`src/design/srpaw_pkg.sv`:
```
// Package for the sliced raw pixel address walker.
// Shared widths, constants, register indexes and the configuration status struct.
// No dependencies.
`timescale 1ns / 1ps

package srpaw_pkg;

  localparam int DIM_W       = 14;
  localparam int START_W     = 16;
  localparam int PIX_W       = 16;
  localparam int ADDR_W      = 26;
  localparam int AREA_W      = 2 * DIM_W;
  localparam int SIDX_W      = 3;
  localparam int CNT_W       = 3;
  localparam int IDX_W       = 3;
  localparam int WIDTH_REGS  = 4;
  localparam int QUEUE_DEPTH = 2;

  localparam logic [ADDR_W-1:0] ADDR_MAX  = {ADDR_W{1'b1}};
  localparam logic [7:0]        BYTE_MASK = 8'hff;

  typedef enum logic [IDX_W-1:0] {
    REG_IMAGE_WIDTH   = 3'd0,
    REG_IMAGE_HEIGHT  = 3'd1,
    REG_SLICE_COUNT   = 3'd2,
    REG_SLICE_WIDTH_0 = 3'd3,
    REG_SLICE_WIDTH_1 = 3'd4,
    REG_SLICE_WIDTH_2 = 3'd5,
    REG_SLICE_WIDTH_3 = 3'd6
  } cfg_idx_e;

  typedef struct packed {
    logic                reload;
    logic [CNT_W-1:0]    count_eff;
    logic [DIM_W-1:0]    w_clamp;
    logic [DIM_W-1:0]    h_clamp;
    logic [AREA_W-1:0]   area;
  } cfg_t;

endpackage

```
`src/design/srpaw_if.sv`:
```
// Valid/ready channel interfaces for pixel beats in and address beats out.
// Depends on srpaw_pkg.
`timescale 1ns / 1ps

interface srpaw_in_if;
  import srpaw_pkg::*;
  logic             valid;
  logic             ready;
  logic [PIX_W-1:0] pixel_value;
  logic             frame_start;

  modport source (output valid, output pixel_value, output frame_start, input ready);
  modport sink   (input valid, input pixel_value, input frame_start, output ready);
endinterface

interface srpaw_out_if;
  import srpaw_pkg::*;
  logic              valid;
  logic              ready;
  logic [ADDR_W-1:0] pixel_address;
  logic [7:0]        low_byte;
  logic [7:0]        high_byte;
  logic              out_of_bounds;

  modport source (output valid, output pixel_address, output low_byte, output high_byte,
                  output out_of_bounds, input ready);
  modport sink   (input valid, input pixel_address, input low_byte, input high_byte,
                  input out_of_bounds, output ready);
endinterface

```
`src/design/srpaw_cfg.sv`:
```
// Configuration register file: clamped dimensions, effective slice count, frame area.
// Depends on srpaw_pkg.
`timescale 1ns / 1ps

module srpaw_cfg #(
  parameter int MAX_SLICES = 4,
  parameter int DIM_BITS   = 13
) (
  input  logic                                   clk_i,
  input  logic                                   rst_ni,
  input  logic                                   cfg_we_i,
  input  logic [srpaw_pkg::IDX_W-1:0]            cfg_idx_i,
  input  logic [srpaw_pkg::DIM_W-1:0]            cfg_wdata_i,
  output srpaw_pkg::cfg_t                        cfg_o,
  output logic [MAX_SLICES-1:0][srpaw_pkg::DIM_W-1:0] widths_o
);
  import srpaw_pkg::*;

  localparam logic [16:0] DIM_LIMIT = 17'(1) << DIM_BITS;

  logic [DIM_W-1:0]  width_q, height_q;
  logic [CNT_W-1:0]  count_q;
  logic [MAX_SLICES-1:0][DIM_W-1:0] widths_q;
  logic              reload_q;
  logic [AREA_W-1:0] area_q;
  logic [DIM_W-1:0]  w_clamp, h_clamp;
  logic [CNT_W-1:0]  count_eff;

  function automatic logic [DIM_W-1:0] clamp_dim(input logic [DIM_W-1:0] v);
    logic [DIM_W-1:0] r;
    if (v == '0) begin
      r = DIM_W'(1);
    end else if (17'(v) > DIM_LIMIT) begin
      r = DIM_LIMIT[DIM_W-1:0];
    end else begin
      r = v;
    end
    return r;
  endfunction

  assign w_clamp   = clamp_dim(width_q);
  assign h_clamp   = clamp_dim(height_q);
  assign count_eff = (4'(count_q) > 4'(MAX_SLICES)) ? CNT_W'(MAX_SLICES) : count_q;

  always_ff @(posedge clk_i or negedge rst_ni) begin
    if (!rst_ni) begin
      width_q  <= DIM_W'(1);
      height_q <= DIM_W'(1);
      count_q  <= '0;
      widths_q <= '0;
      reload_q <= 1'b0;
      area_q   <= AREA_W'(1);
    end else begin
      reload_q <= 1'b0;
      area_q   <= AREA_W'(w_clamp) * AREA_W'(h_clamp);
      if (cfg_we_i) begin
        case (cfg_idx_i)
          REG_IMAGE_WIDTH: begin
            width_q  <= cfg_wdata_i;
            reload_q <= 1'b1;
          end
          REG_IMAGE_HEIGHT: begin
            height_q <= cfg_wdata_i;
          end
          REG_SLICE_COUNT: begin
            count_q  <= cfg_wdata_i[CNT_W-1:0];
            reload_q <= 1'b1;
          end
          REG_SLICE_WIDTH_0: begin
            reload_q <= 1'b1;
          end
          default: begin
          end
        endcase
        for (int k = 0; k < MAX_SLICES; k++) begin
          if (k < WIDTH_REGS && int'(cfg_idx_i) == int'(REG_SLICE_WIDTH_0) + k) begin
            widths_q[k] <= cfg_wdata_i;
          end
        end
      end
    end
  end

  assign cfg_o.reload    = reload_q;
  assign cfg_o.count_eff = count_eff;
  assign cfg_o.w_clamp   = w_clamp;
  assign cfg_o.h_clamp   = h_clamp;
  assign cfg_o.area      = area_q;
  assign widths_o        = widths_q;

endmodule

```
`src/design/srpaw_front.sv`:
```
// Front end: accepts pixel beats, walks the slice/row/column cursor, pushes work items.
// Depends on srpaw_pkg and srpaw_if.
`timescale 1ns / 1ps

module srpaw_front #(
  parameter int MAX_SLICES = 4,
  parameter int ROW_W      = 13,
  parameter int ITEM_W     = 73
) (
  input  logic                                   clk_i,
  input  logic                                   rst_ni,
  input  srpaw_pkg::cfg_t                        cfg_i,
  input  logic [MAX_SLICES-1:0][srpaw_pkg::DIM_W-1:0] widths_i,
  srpaw_in_if.sink                               pix_i,
  output logic                                   push_valid_o,
  input  logic                                   push_ready_i,
  output logic [ITEM_W-1:0]                      push_data_o
);
  import srpaw_pkg::*;

  logic [ROW_W-1:0]   row_q, row_d, row_e;
  logic [DIM_W-1:0]   col_q, col_d, col_e;
  logic [SIDX_W-1:0]  sidx_q, sidx_d, sidx_e, sidx_n;
  logic [START_W-1:0] start_q, start_d, start_e, start_n;
  logic [DIM_W-1:0]   curw_q, curw_d, curw_e, curw_n;
  logic [DIM_W-1:0]   bw_q, bw_d;
  logic [DIM_W-1:0]   first_w, w_cur, w_nxt;
  logic [DIM_W:0]     col_inc;
  logic [ROW_W:0]     row_inc;
  logic               wrap_col, wrap_row, adv, accept;

  assign pix_i.ready  = push_ready_i && !cfg_i.reload;
  assign accept       = pix_i.valid && pix_i.ready;
  assign push_valid_o = accept;

  assign first_w = (cfg_i.count_eff != '0) ? widths_i[0] : cfg_i.w_clamp;

  always_comb begin
    if (pix_i.frame_start) begin
      row_e   = '0;
      col_e   = '0;
      sidx_e  = '0;
      start_e = '0;
      curw_e  = first_w;
    end else begin
      row_e   = row_q;
      col_e   = col_q;
      sidx_e  = sidx_q;
      start_e = start_q;
      curw_e  = curw_q;
    end
  end

  assign push_data_o = {pix_i.pixel_value, row_e, bw_q, start_e, col_e};

  assign col_inc  = (DIM_W+1)'(col_e) + (DIM_W+1)'(1);
  assign wrap_col = col_inc >= (DIM_W+1)'(curw_e);
  assign row_inc  = (ROW_W+1)'(row_e) + (ROW_W+1)'(1);
  assign wrap_row = (DIM_W+1)'(row_inc) >= (DIM_W+1)'(cfg_i.h_clamp);
  assign adv      = sidx_e < SIDX_W'(cfg_i.count_eff);
  assign sidx_n   = adv ? sidx_e + SIDX_W'(1) : sidx_e;

  always_comb begin
    w_cur = '0;
    w_nxt = '0;
    for (int k = 0; k < MAX_SLICES; k++) begin
      if (sidx_e == SIDX_W'(k)) begin
        w_cur = widths_i[k];
      end
      if (sidx_n == SIDX_W'(k)) begin
        w_nxt = widths_i[k];
      end
    end
  end

  assign start_n = adv ? start_e + START_W'(w_cur) : start_e;
  assign curw_n  = (sidx_n < SIDX_W'(cfg_i.count_eff)) ? w_nxt : '0;

  always_comb begin
    row_d   = row_q;
    col_d   = col_q;
    sidx_d  = sidx_q;
    start_d = start_q;
    curw_d  = curw_q;
    bw_d    = bw_q;
    if (accept) begin
      row_d   = row_e;
      sidx_d  = sidx_e;
      start_d = start_e;
      curw_d  = curw_e;
      if (wrap_col) begin
        col_d = '0;
        bw_d  = cfg_i.w_clamp;
        if (wrap_row) begin
          row_d   = '0;
          sidx_d  = sidx_n;
          start_d = start_n;
          curw_d  = curw_n;
        end else begin
          row_d = row_inc[ROW_W-1:0];
        end
      end else begin
        col_d = col_inc[DIM_W-1:0];
      end
    end else if (cfg_i.reload) begin
      curw_d = first_w;
    end
  end

  always_ff @(posedge clk_i or negedge rst_ni) begin
    if (!rst_ni) begin
      row_q   <= '0;
      col_q   <= '0;
      sidx_q  <= '0;
      start_q <= '0;
      curw_q  <= DIM_W'(1);
      bw_q    <= DIM_W'(1);
    end else begin
      row_q   <= row_d;
      col_q   <= col_d;
      sidx_q  <= sidx_d;
      start_q <= start_d;
      curw_q  <= curw_d;
      bw_q    <= bw_d;
    end
  end

endmodule

```
`src/design/srpaw_queue.sv`:
```
// Small FIFO between the cursor front end and the address back end.
// Depends on srpaw_pkg.
`timescale 1ns / 1ps

module srpaw_queue #(
  parameter int WIDTH = 73,
  parameter int DEPTH = 2
) (
  input  logic             clk_i,
  input  logic             rst_ni,
  input  logic             push_valid_i,
  output logic             push_ready_o,
  input  logic [WIDTH-1:0] push_data_i,
  output logic             pop_valid_o,
  input  logic             pop_ready_i,
  output logic [WIDTH-1:0] pop_data_o
);
  import srpaw_pkg::*;

  localparam int PTR_W = (DEPTH > 1) ? $clog2(DEPTH) : 1;

  logic [WIDTH-1:0] mem_q [DEPTH];
  logic [PTR_W-1:0] wr_q, rd_q;
  logic [PTR_W:0]   cnt_q;
  logic             push, pop;

  assign push_ready_o = cnt_q != (PTR_W+1)'(DEPTH);
  assign pop_valid_o  = cnt_q != '0;
  assign push         = push_valid_i && push_ready_o;
  assign pop          = pop_valid_o && pop_ready_i;
  assign pop_data_o   = mem_q[rd_q];

  always_ff @(posedge clk_i) begin
    if (push) begin
      mem_q[wr_q] <= push_data_i;
    end
  end

  always_ff @(posedge clk_i or negedge rst_ni) begin
    if (!rst_ni) begin
      wr_q  <= '0;
      rd_q  <= '0;
      cnt_q <= '0;
    end else begin
      if (push) begin
        wr_q <= (wr_q == PTR_W'(DEPTH - 1)) ? '0 : wr_q + PTR_W'(1);
      end
      if (pop) begin
        rd_q <= (rd_q == PTR_W'(DEPTH - 1)) ? '0 : rd_q + PTR_W'(1);
      end
      case ({push, pop})
        2'b10:   cnt_q <= cnt_q + (PTR_W+1)'(1);
        2'b01:   cnt_q <= cnt_q - (PTR_W+1)'(1);
        default: cnt_q <= cnt_q;
      endcase
    end
  end

endmodule

```
`src/design/srpaw_back.sv`:
```
// Back end: row base multiply, saturation, column add and bounds check, output register.
// Depends on srpaw_pkg and srpaw_if.
`timescale 1ns / 1ps

module srpaw_back #(
  parameter int ROW_W  = 13,
  parameter int ITEM_W = 73
) (
  input  logic              clk_i,
  input  logic              rst_ni,
  input  srpaw_pkg::cfg_t   cfg_i,
  input  logic              pop_valid_i,
  output logic              pop_ready_o,
  input  logic [ITEM_W-1:0] pop_data_i,
  srpaw_out_if.source       res_o
);
  import srpaw_pkg::*;

  localparam int PROD_W = ROW_W + DIM_W;
  localparam int SUM_W  = (PROD_W > ADDR_W) ? PROD_W + 1 : ADDR_W + 1;

  logic [PIX_W-1:0]   in_pix;
  logic [ROW_W-1:0]   in_row;
  logic [DIM_W-1:0]   in_bw, in_col;
  logic [START_W-1:0] in_start;

  logic               s1_v_q, s2_v_q, out_v_q;
  logic               en1, en2, en3;
  logic [PROD_W-1:0]  prod_q;
  logic [START_W-1:0] s1_start_q;
  logic [DIM_W-1:0]   s1_col_q, s2_col_q;
  logic [PIX_W-1:0]   s1_pix_q, s2_pix_q, out_pix_q;
  logic [ADDR_W-1:0]  base_q, addr_q;
  logic               oob_q;
  logic [SUM_W-1:0]   sum;
  logic [ADDR_W-1:0]  base_d, addr_d;
  logic [ADDR_W:0]    addr_raw;

  assign {in_pix, in_row, in_bw, in_start, in_col} = pop_data_i;

  assign en3         = !out_v_q || res_o.ready;
  assign en2         = !s2_v_q || en3;
  assign en1         = !s1_v_q || en2;
  assign pop_ready_o = en1;

  assign sum      = SUM_W'(prod_q) + SUM_W'(s1_start_q);
  assign base_d   = (sum > SUM_W'(ADDR_MAX)) ? ADDR_MAX : sum[ADDR_W-1:0];
  assign addr_raw = (ADDR_W+1)'(base_q) + (ADDR_W+1)'(s2_col_q);
  assign addr_d   = (addr_raw > (ADDR_W+1)'(ADDR_MAX)) ? ADDR_MAX : addr_raw[ADDR_W-1:0];

  always_ff @(posedge clk_i or negedge rst_ni) begin
    if (!rst_ni) begin
      s1_v_q  <= 1'b0;
      s2_v_q  <= 1'b0;
      out_v_q <= 1'b0;
    end else begin
      if (en1) s1_v_q  <= pop_valid_i;
      if (en2) s2_v_q  <= s1_v_q;
      if (en3) out_v_q <= s2_v_q;
    end
  end

  always_ff @(posedge clk_i) begin
    if (en1) begin
      prod_q     <= PROD_W'(in_row) * PROD_W'(in_bw);
      s1_start_q <= in_start;
      s1_col_q   <= in_col;
      s1_pix_q   <= in_pix;
    end
    if (en2) begin
      base_q   <= base_d;
      s2_col_q <= s1_col_q;
      s2_pix_q <= s1_pix_q;
    end
    if (en3) begin
      addr_q    <= addr_d;
      oob_q     <= AREA_W'(addr_raw) >= cfg_i.area;
      out_pix_q <= s2_pix_q;
    end
  end

  assign res_o.valid         = out_v_q;
  assign res_o.pixel_address = addr_q;
  assign res_o.low_byte      = out_pix_q[7:0] & BYTE_MASK;
  assign res_o.high_byte     = out_pix_q[15:8];
  assign res_o.out_of_bounds = oob_q;

endmodule

```
`src/design/sliced_raw_pixel_address_walker.sv`:
```
// Sliced raw pixel address walker: takes one raw pixel beat per clock and returns its
// frame-buffer pixel index, its two little-endian bytes and an out-of-bounds flag. The
// cursor front end updates once per beat: one beat per cycle while the queue has room
// and no reload is pending. A result passes the queue, row-base multiply, saturation
// and column add registers. The cycle after a write to image_width, slice_count or
// slice_width_0 takes no beat while the current slice width reloads. No clearing pass.
// Depends on srpaw_pkg, srpaw_if, srpaw_cfg, srpaw_front, srpaw_queue and srpaw_back.
`timescale 1ns / 1ps

module sliced_raw_pixel_address_walker #(
  parameter int MAX_SLICES = 4,
  parameter int DIM_BITS   = 13
) (
  input  logic                        clk_i,
  input  logic                        rst_ni,
  input  logic                        cfg_we_i,
  input  logic [srpaw_pkg::IDX_W-1:0] cfg_idx_i,
  input  logic [srpaw_pkg::DIM_W-1:0] cfg_wdata_i,
  srpaw_in_if.sink                    pix_i,
  srpaw_out_if.source                 res_o
);
  import srpaw_pkg::*;

  localparam int ROW_W  = (DIM_BITS < DIM_W) ? DIM_BITS : DIM_W;
  localparam int ITEM_W = PIX_W + ROW_W + DIM_W + START_W + DIM_W;

  cfg_t                             cfg;
  logic [MAX_SLICES-1:0][DIM_W-1:0] widths;
  logic                             push_valid, push_ready, pop_valid, pop_ready;
  logic [ITEM_W-1:0]                push_data, pop_data;

  srpaw_cfg #(
    .MAX_SLICES(MAX_SLICES),
    .DIM_BITS  (DIM_BITS)
  ) u_cfg (
    .clk_i      (clk_i),
    .rst_ni     (rst_ni),
    .cfg_we_i   (cfg_we_i),
    .cfg_idx_i  (cfg_idx_i),
    .cfg_wdata_i(cfg_wdata_i),
    .cfg_o      (cfg),
    .widths_o   (widths)
  );

  srpaw_front #(
    .MAX_SLICES(MAX_SLICES),
    .ROW_W     (ROW_W),
    .ITEM_W    (ITEM_W)
  ) u_front (
    .clk_i       (clk_i),
    .rst_ni      (rst_ni),
    .cfg_i       (cfg),
    .widths_i    (widths),
    .pix_i       (pix_i),
    .push_valid_o(push_valid),
    .push_ready_i(push_ready),
    .push_data_o (push_data)
  );

  srpaw_queue #(
    .WIDTH(ITEM_W),
    .DEPTH(QUEUE_DEPTH)
  ) u_queue (
    .clk_i       (clk_i),
    .rst_ni      (rst_ni),
    .push_valid_i(push_valid),
    .push_ready_o(push_ready),
    .push_data_i (push_data),
    .pop_valid_o (pop_valid),
    .pop_ready_i (pop_ready),
    .pop_data_o  (pop_data)
  );

  srpaw_back #(
    .ROW_W (ROW_W),
    .ITEM_W(ITEM_W)
  ) u_back (
    .clk_i      (clk_i),
    .rst_ni     (rst_ni),
    .cfg_i      (cfg),
    .pop_valid_i(pop_valid),
    .pop_ready_o(pop_ready),
    .pop_data_i (pop_data),
    .res_o      (res_o)
  );

endmodule
```
`src/flat_wrapper.sv`:
```
// flat-port wrapper written by rule: the top's interface ports become plain ports
module sliced_raw_pixel_address_walker_flat import srpaw_pkg::*;
#(
  parameter int MAX_SLICES = 4,
  parameter int DIM_BITS   = 13
)
  (clk_i, rst_ni, cfg_we_i, cfg_idx_i, cfg_wdata_i, pix_i_valid, pix_i_pixel_value, pix_i_frame_start, pix_i_ready, res_o_valid, res_o_pixel_address, res_o_low_byte, res_o_high_byte, res_o_out_of_bounds, res_o_ready);
  srpaw_in_if pix_i_i ();
  srpaw_out_if res_o_i ();
  input  logic clk_i;
  input  logic rst_ni;
  input  logic cfg_we_i;
  input  logic [srpaw_pkg::IDX_W-1:0] cfg_idx_i;
  input  logic [srpaw_pkg::DIM_W-1:0] cfg_wdata_i;
  input wire logic [$bits(pix_i_i.valid)-1:0] pix_i_valid;
  input wire logic [$bits(pix_i_i.pixel_value)-1:0] pix_i_pixel_value;
  input wire logic [$bits(pix_i_i.frame_start)-1:0] pix_i_frame_start;
  output wire logic [$bits(pix_i_i.ready)-1:0] pix_i_ready;
  output wire logic [$bits(res_o_i.valid)-1:0] res_o_valid;
  output wire logic [$bits(res_o_i.pixel_address)-1:0] res_o_pixel_address;
  output wire logic [$bits(res_o_i.low_byte)-1:0] res_o_low_byte;
  output wire logic [$bits(res_o_i.high_byte)-1:0] res_o_high_byte;
  output wire logic [$bits(res_o_i.out_of_bounds)-1:0] res_o_out_of_bounds;
  input wire logic [$bits(res_o_i.ready)-1:0] res_o_ready;
  assign pix_i_i.valid = pix_i_valid;
  assign pix_i_i.pixel_value = pix_i_pixel_value;
  assign pix_i_i.frame_start = pix_i_frame_start;
  assign pix_i_ready = pix_i_i.ready;
  assign res_o_valid = res_o_i.valid;
  assign res_o_pixel_address = res_o_i.pixel_address;
  assign res_o_low_byte = res_o_i.low_byte;
  assign res_o_high_byte = res_o_i.high_byte;
  assign res_o_out_of_bounds = res_o_i.out_of_bounds;
  assign res_o_i.ready = res_o_ready;
  sliced_raw_pixel_address_walker #(.MAX_SLICES(MAX_SLICES), .DIM_BITS(DIM_BITS)) u_core (.clk_i(clk_i), .rst_ni(rst_ni), .cfg_we_i(cfg_we_i), .cfg_idx_i(cfg_idx_i), .cfg_wdata_i(cfg_wdata_i), .pix_i(pix_i_i), .res_o(res_o_i));
endmodule
```
`config.mk`:
```
export PLATFORM = sky130hd
export DESIGN_NAME = sliced_raw_pixel_address_walker_flat
export DESIGN_NICKNAME = d
export VERILOG_FILES = /design/src/design/srpaw_pkg.sv /design/src/design/srpaw_if.sv /design/src/design/srpaw_cfg.sv /design/src/design/srpaw_front.sv /design/src/design/srpaw_queue.sv /design/src/design/srpaw_back.sv /design/src/design/sliced_raw_pixel_address_walker.sv /design/src/flat_wrapper.sv
export SDC_FILE = /design/constraint.sdc
export NUM_CORES = 2
export LEC_CHECK = 0
export BUFFER_PORTS_ARGS = -buffer_cell sky130_fd_sc_hd__buf_2
export CORE_MARGIN = 2
export CORE_UTILIZATION = 50
export CTS_CLUSTER_DIAMETER = 120
export DETAILED_ROUTE_END_ITERATION = 10
export PLACE_DENSITY = 0.69
export SYNTH_ARGS = -nofsm -noshare
export SYNTH_HDL_FRONTEND = slang
export SYNTH_HIERARCHICAL = 1
export SYNTH_SLANG_ARGS = --single-unit
```
`constraint.sdc`:
```
create_clock -name clk_i -period 5.9 [get_ports clk_i]
set_input_delay 0.885 -clock clk_i [delete_from_list [all_inputs] [get_ports clk_i]]
set_output_delay 0.885 -clock clk_i [all_outputs]
set_load 0.01 [all_outputs]
```
* After elaboration in Yosys (flattened, before gate mapping)
Memory sizes are Yosys's and may differ from the RTL's.
Index checks and enable logic that the tools add are counted.
** Cells by class
- Eq/ne operators :: 16
- Add/sub/neg operators :: 10
- Order comparisons :: 10
- Reduce and logical (&&, ||, !) cells :: 29
- Multiplexer cells :: 40
- $mul :: 2
** Operators with widths (count)
- 14-bit two-way mux :: 21
- 16-bit two-way mux :: 4
- 13-bit two-way mux :: 3
- 27-bit by 16-bit adder with 28-bit output :: 1
- 27-bit by 28-bit greater-or-equal comparator with 1-bit output :: 1
- 14-bit greater-than comparator (second input constant) :: 2
- 28-bit by 26-bit greater-than comparator with 1-bit output (second input constant) :: 1
- 14-bit logical NOT :: 2
- 14-bit by 14-bit multiplier with 28-bit output :: 1
- 26-bit by 14-bit adder with 27-bit output :: 1
- 27-bit by 26-bit greater-than comparator with 1-bit output (second input constant) :: 1
- 13-bit by 14-bit multiplier with 27-bit output :: 1
- 3-bit by 2-bit == test with 1-bit output (second input constant) :: 7
- 16-bit by 14-bit adder with 16-bit output :: 1
- 2-bit AND reduction :: 8
- 14-bit by 1-bit adder with 15-bit output (second input constant) :: 1
- 15-bit by 14-bit greater-or-equal comparator with 1-bit output :: 1
- 3-bit two-way mux :: 5
- 13-bit by 1-bit adder with 14-bit output (second input constant) :: 1
- 14-bit greater-or-equal comparator :: 1
- 3-bit by 1-bit == test with 1-bit output (second input constant) :: 3
- 3-bit == test (second input constant) :: 3
- 3-bit logical NOT :: 3
- 3-bit less-than comparator :: 2
- 16 further kinds :: 32
** Word-level totals
- Output and inout bits :: 45
- Memories :: 1
- Register bits after elaboration :: 369
- Bits in writable memories :: 146
** Memory list
- u_core.u_queue.mem_q :: words 2, bits a word 73, rd ports 1, clocked after Yosys merged registers in 0, write ports 1, RTL line srpaw_queue.sv:22 : logic [WIDTH-1:0] mem_q [DEPTH];

* Logic depth before layout (Yosys ltp)
- Depth in word-level cells :: 13
- Depth in mapped cells :: 26
- Depth with buffers taken out :: 25

* Hierarchy
Netlist, hierarchy kept.
** By module, submodules not included
- srpaw_back :: area an instance 14054.7 um^2, cells each 1290, instances 1, seq. area each 5240.0 um^2
- srpaw_cfg :: area an instance 10724.0 um^2, cells each 1072, instances 1, seq. area each 2906.5 um^2
- srpaw_front :: area an instance 6855.3 um^2, cells each 839, instances 1, seq. area each 1854.3 um^2
- srpaw_queue :: area an instance 5710.5 um^2, cells each 244, instances 1, seq. area each 4484.3 um^2

* Worst setup path after synthesis
OpenSTA, ideal clock, no wires.
- Kind :: flip-flop to flip-flop
- Start :: register u_core.u_cfg.width_q[11]
- End :: register u_core.u_cfg.area_q[21]
- Library setup time :: 0.128 ns
- Period minus slack after synthesis :: 6.131 ns
- Required time :: 5.772 ns
- Slack :: -0.231 ns
- Data arrival time :: 6.003 ns
- Path buffers :: 1
- Stages on the path, launching flop included :: 25
- Cell sequence :: dfrtp_1 > nor4_1 > nand4_1 > nand2_1 > nand2_1 > inv_1 > clkbuf_1 > nand2_1 > fa_1 > fa_1 > inv_1 > fa_1 > inv_1 > fa_1 > fa_1 > inv_1 > fa_1 > ha_1 > a21oi_1 > o22ai_1 > nor2_1 > a21oi_1 > a2111oi_0 > o21bai_1 > xor2_1
** RTL lines
- start: declaration :: RTL line srpaw_cfg.sv:21 : logic [DIM_W-1:0] width_q, height_q;
- start signal: assignment :: RTL line srpaw_cfg.sv:59 : width_q <= cfg_wdata_i;
- end signal: assignment :: RTL line srpaw_cfg.sv:55 : area_q <= AREA_W'(w_clamp) * AREA_W'(h_clamp);
- end: declaration :: RTL line srpaw_cfg.sv:25 : logic [AREA_W-1:0] area_q;

* Worst setup path in the final report
- Start :: register u_core.u_queue.rd_q
- End :: register u_core.u_back.prod_q[25], data pin
** On the way
- Cells in the longest elaborated chain, start to end :: 2
** RTL lines
- start: declaration :: RTL line srpaw_queue.sv:23 : logic [PTR_W-1:0] wr_q, rd_q;
- start signal: assignment :: RTL line srpaw_queue.sv:49 : rd_q <= (rd_q == PTR_W'(DEPTH - 1)) ? '0 : rd_q + PTR_W'(1);
- memory read 2 x 73 bit
- via u_core.pop_data[54] :: RTL line sliced_raw_pixel_address_walker.sv:30 : logic [ITEM_W-1:0] push_data, pop_data;
- 13-bit by 14-bit multiplier with 27-bit output :: RTL line srpaw_back.sv:65 : prod_q <= PROD_W'(in_row) * PROD_W'(in_bw);
- end signal: assignment :: RTL line srpaw_back.sv:65
- end: declaration :: RTL line srpaw_back.sv:29 : logic [PROD_W-1:0] prod_q;
The timed path passes the listed nets, and every way through them passes these cells.
A chain may end at the register's enable or synchronous reset.

==> impl_metrics.py <==
metrics = {
    "run_status": {
        "result_of_the_run": "finished with violations",
        "violated_checks": "negative setup slack",
    },
    "synth": {
        "yosys_synthesis_warning_count": 6,
        "synth_cells": 3445,
        "ys_seq_area_frac": 0.388,
        "synth-seq-cells": 515,
        "synth-main-ff-cell": "sky130_fd_sc_hd__edfxtp_1",
        "synth_area_per_cell_um2": 10.8,
        "mappedNetlistNets": 4032,
        "syn-cell-area_um2": 37300,
        "edff_count_synth": 318,
        "synth_cell_types": 90,
        "ys_async_sr_fraction": 0.383,
    },
    "critical_path": {
        "worstSetupPathType": "flop to flop",
        "r2r_start": "u_core/u_queue/rd_q$_DFFE_PN0P_",
        "timing.critical_path.from_type": "flop",
        "critical_path.endpoint_type": "flop",
        "cpPeakStageDelay_ns": 0.58,
        "timing.critical_path.mode_cell": "sky130_fd_sc_hd__fa_1",
        "worst_path_max_delay_cell": "sky130_fd_sc_hd__fa_1",
        "worstPathMaxFanout": 6,
        "timing.critical_path.max_delay_family": "adder cells",
        "critical_path.startpoint": "u_core/u_queue/rd_q$_DFFE_PN0P_",
        "cp_data_required_time_ns": 6.27,
        "crit_arrival_ns": 6.52,
        "crit_path_cells": "buf_8 > buf_12 > buf_8 > mux2_4 > and2_4 > fa_1 > fa_1 > fa_1 > fa_1 > inv_2 > fa_1 > inv_2 > ha_4 > o211ai_1 > a22oi_1 > a31oi_1 > buf_4 > nor2b_2 > o211a_1 > o21a_1 > a311oi_2 > xnor2_1",
        "worst-path-buf-inv": 6,
    },
    "sta": {
        "totalNegativeSetupSlack_ns": -1.27,
        "unrepaired_setup_endpoints_after_global_routing": "yes",
        "max_slew.worst_pin.slew_ns": 1.15,
        "final.setup.worst_slack_ns": -0.254,
        "total_count_of_hold_check_failures_in_the_final_report": 0,
        "fin_crit_ns": 6.15,
        "maxSlewHeadroom": 0.230,
        "fmax_mhz": 163,
        "period_share": 1.04,
        "setup_viols_final": 12,
        "skew_ns": 0.0243,
        "hold_slack_ns": 0.273,
        "final_slew_violations": 0,
    },
    "floorplanning": {
        "total_die_area_um2": 76900,
        "core-area_um2": 74200,
        "std_cell_rows": 100,
        "dieWidth_um": 277,
        "die_height_um": 277,
        "pin_count": 84,
        "initial_core_util": 0.503,
    },
    "placed_design": {
        "finalWeightedCongestion": 0.929,
        "hpwl_mm": 70.6,
        "placement.io_buffers": 83,
        "dp.cells": 4632,
    },
    "drt": {
        "drt_first_iter_violations": 2014,
        "via_count": 26093,
        "detailedRoute.firstPassIterationCount": 6,
        "route.final.wire_length_mm": 94.1,
        "detail-route-antenna-nets": 0,
        "detail_route.vias_per_cell": 5.44,
        "detail_route.drc_violations": 0,
        "route.detailed.wl_per_inst_um": 19.6,
    },
    "clock_tree": {
        "clock_transition_time_at_the_flip_flop_clock_pins_of_the_worst_setup_and_hold_paths_ns": 0.06,
        "numClockSinks": 515,
        "worstSkewPairLatency_ns": 0.61,
        "tritoncts_clock_tree": "done",
        "cts-root-to-sink-buffers": 3,
        "htreeDepth": 2,
        "master_cell_of_the_clock_root_buffer": "sky130_fd_sc_hd__clkbuf_16",
        "cts_made_buffers": 54,
    },
    "finish": {
        "area_delta_synth_final_pct": 17.4,
        "post_route_cells_drive_above_1_share": 0.239,
        "fill_cells": 5986,
        "finalNetCount": 4367,
        "final_cell_count_no_fill": 4795,
    },
    "global_route": {
        "maximum_number_of_pins_on_one_net_before_global_route_repair": 74,
        "grt.total_usage": 0.242,
        "grt_pass1_wl_mm": 146,
        "global_route.overflow_total": 0,
        "grt_pass1_vias": 26176,
        "antenna_violations_before_repair": 0,
    },
    "run": {
        "drv_cap": 0,
    },
    "min_path": {
        "worstHoldPathType": "primary input to asynchronous set/reset pin",
    },
}
cell usage after synthesis (13+ instances only):
library cell | number | area, um^2
sky130_fd_sc_hd__a211oi_1 | 20 | 150
sky130_fd_sc_hd__a21o_1 | 50 | 375
sky130_fd_sc_hd__a21oi_1 | 130 | 651
sky130_fd_sc_hd__a22o_1 | 20 | 175
sky130_fd_sc_hd__and2_1 | 109 | 682
sky130_fd_sc_hd__and3_1 | 21 | 131
sky130_fd_sc_hd__buf_4 | 21 | 158
sky130_fd_sc_hd__buf_6 | 13 | 146
sky130_fd_sc_hd__clkbuf_1 | 94 | 353
sky130_fd_sc_hd__dfrtp_1 | 192 | 4800
sky130_fd_sc_hd__edfxtp_1 | 318 | 9550
sky130_fd_sc_hd__fa_1 | 276 | 5530
sky130_fd_sc_hd__ha_1 | 272 | 3400
sky130_fd_sc_hd__inv_1 | 444 | 1670
sky130_fd_sc_hd__mux2_2 | 104 | 1170
sky130_fd_sc_hd__mux2_4 | 70 | 1050
sky130_fd_sc_hd__mux2i_1 | 44 | 440
sky130_fd_sc_hd__nand2_1 | 382 | 1430
sky130_fd_sc_hd__nand2b_1 | 56 | 350
sky130_fd_sc_hd__nand3_1 | 48 | 240
sky130_fd_sc_hd__nand4_1 | 15 | 93.8
sky130_fd_sc_hd__nor2_1 | 186 | 698
sky130_fd_sc_hd__nor2b_1 | 51 | 319
sky130_fd_sc_hd__nor3_1 | 24 | 120
sky130_fd_sc_hd__o21ai_0 | 130 | 651
sky130_fd_sc_hd__o21bai_1 | 13 | 97.6
sky130_fd_sc_hd__o22a_1 | 14 | 123
sky130_fd_sc_hd__o31ai_1 | 18 | 135
sky130_fd_sc_hd__xnor2_1 | 67 | 587
sky130_fd_sc_hd__xor2_1 | 56 | 490
area by class of cell:
class                   instances  area [um^2]  share of cell area
clock inverters                43          443              0.0101
inverters                     454         1720              0.0392
repair buffers                425         3180              0.0726
well taps                     969         1210              0.0277
clock buffers                  58         1380              0.0314
diodes                          1         2.50           0.0000571
multi-input cells            2330        21400               0.488
flip-flops and latches        515        14500               0.331
flip-flops by register name, summed over array words and instances, names as in the netlist, 3 cells and up:
name / flops
u_core/u_cfg/area_q: 28
u_core/u_back/base_q: 26
u_core/u_back/s1_pix_q: 16
u_core/u_cfg/width_q: 14
u_core/u_cfg/widths_o: 56
u_core/u_back/res_o.pixel_address: 26
u_core/u_front/sidx_q: 3
u_core/u_back/s2_pix_q: 16
u_core/u_front/curw_q: 14
u_core/u_front/col_q: 14
u_core/u_queue/mem_q: 146
u_core/u_cfg/height_q: 14
u_core/u_back/s1_col_q: 14
u_core/u_front/row_q: 13
u_core/u_back/s2_col_q: 14
u_core/u_cfg/count_q: 3
u_core/u_back/s1_start_q: 16
u_core/u_front/start_q: 16
u_core/u_front/bw_q: 14
u_core/u_back/prod_q: 27
u_core/u_back/out_pix_q: 16
through the flow:
step,util,instance area (um^2),setup slack [ns]
2_1_floorplan,-,37400,-0.00461
3_3_place_gp,0.546,40500,-0.352
3_5_place_dp,0.546,40500,-0.389
4_1_cts,0.581,43100,-0.128
5_1_grt,0.591,43800,-0.449
6_report,0.591,43800,-0.254
layout by cell type (no fill, tap or decap), drive strengths merged, types with 25 or more instances in the layout:
cell	netlist	layout
inv	446	451
buf	52	424
nand2	382	382
edfxtp	318	318
fa	276	276
ha	272	272
dfrtp	192	192
nor2	186	186
mux2	174	174
a21oi	133	133
o21ai	130	130
and2	110	110
xnor2	67	67
clkbuf	94	59
xor2	56	56
nand2b	56	56
a21o	51	51
nor2b	51	51
nand3	49	49
mux2i	44	44
clkinv	8	31
nor3	25	25
logic make-up after synthesis:
family | synth area share
AND/OR/NAND/NOR | 0.119
buffers and inverters | 0.0654
adder cells (fa/ha/maj) | 0.239
AO/OA/AOI/OAI | 0.0890
multiplexers | 0.0713
XOR/XNOR | 0.0288
flip-flops | 0.388
worst paths after layout:
path                                                              end  slack (ns)  depth (start not counted)
worst max-delay path               u_core/u_back/prod_q[25]$_DFFE_PP_       -0.25                         22
worst min-delay path            u_core/u_cfg/widths_o[29]$_DFFE_PN0P_        0.27                          1
worst max register to register     u_core/u_back/prod_q[25]$_DFFE_PP_       -0.25                         22
worst min register to register    u_core/u_back/s2_pix_q[5]$_DFFE_PP_        0.42                          0
max in group asynchronous        u_core/u_cfg/width_q[13]$_DFFE_PN0P_        4.26                          2
min in group clk_i                u_core/u_back/s2_pix_q[5]$_DFFE_PP_        0.42                          0
timing repair:
action / 4_1_cts / 5_1_grt
hold buffers: 0 / 0
endpoints found under the setup margin: 20 / 56
pin swaps: 102 / 93
hold endpoints to repair: 0 / 0
resized for setup: 126 / 127
cloned: 0 / 0
setup buffers: 43 / 22
routing by layer:
| layer | track usage | up-vias | routed length, um |
|---|---|---|---|
| met5 | 0 | - | 0 |
| met1 | 0.335 | 12937 | 41300 |
| li1 | - | 12259 | - |
| met3 | 0.0299 | 164 | 4820 |
| met4 | 0.0801 | 0 | 3400 |
| met2 | 0.397 | 733 | 44500 |
Power is left out: the tool's default activity adds up to more than one toggle a clock period on the data nets, which glitch-free logic cannot reach.
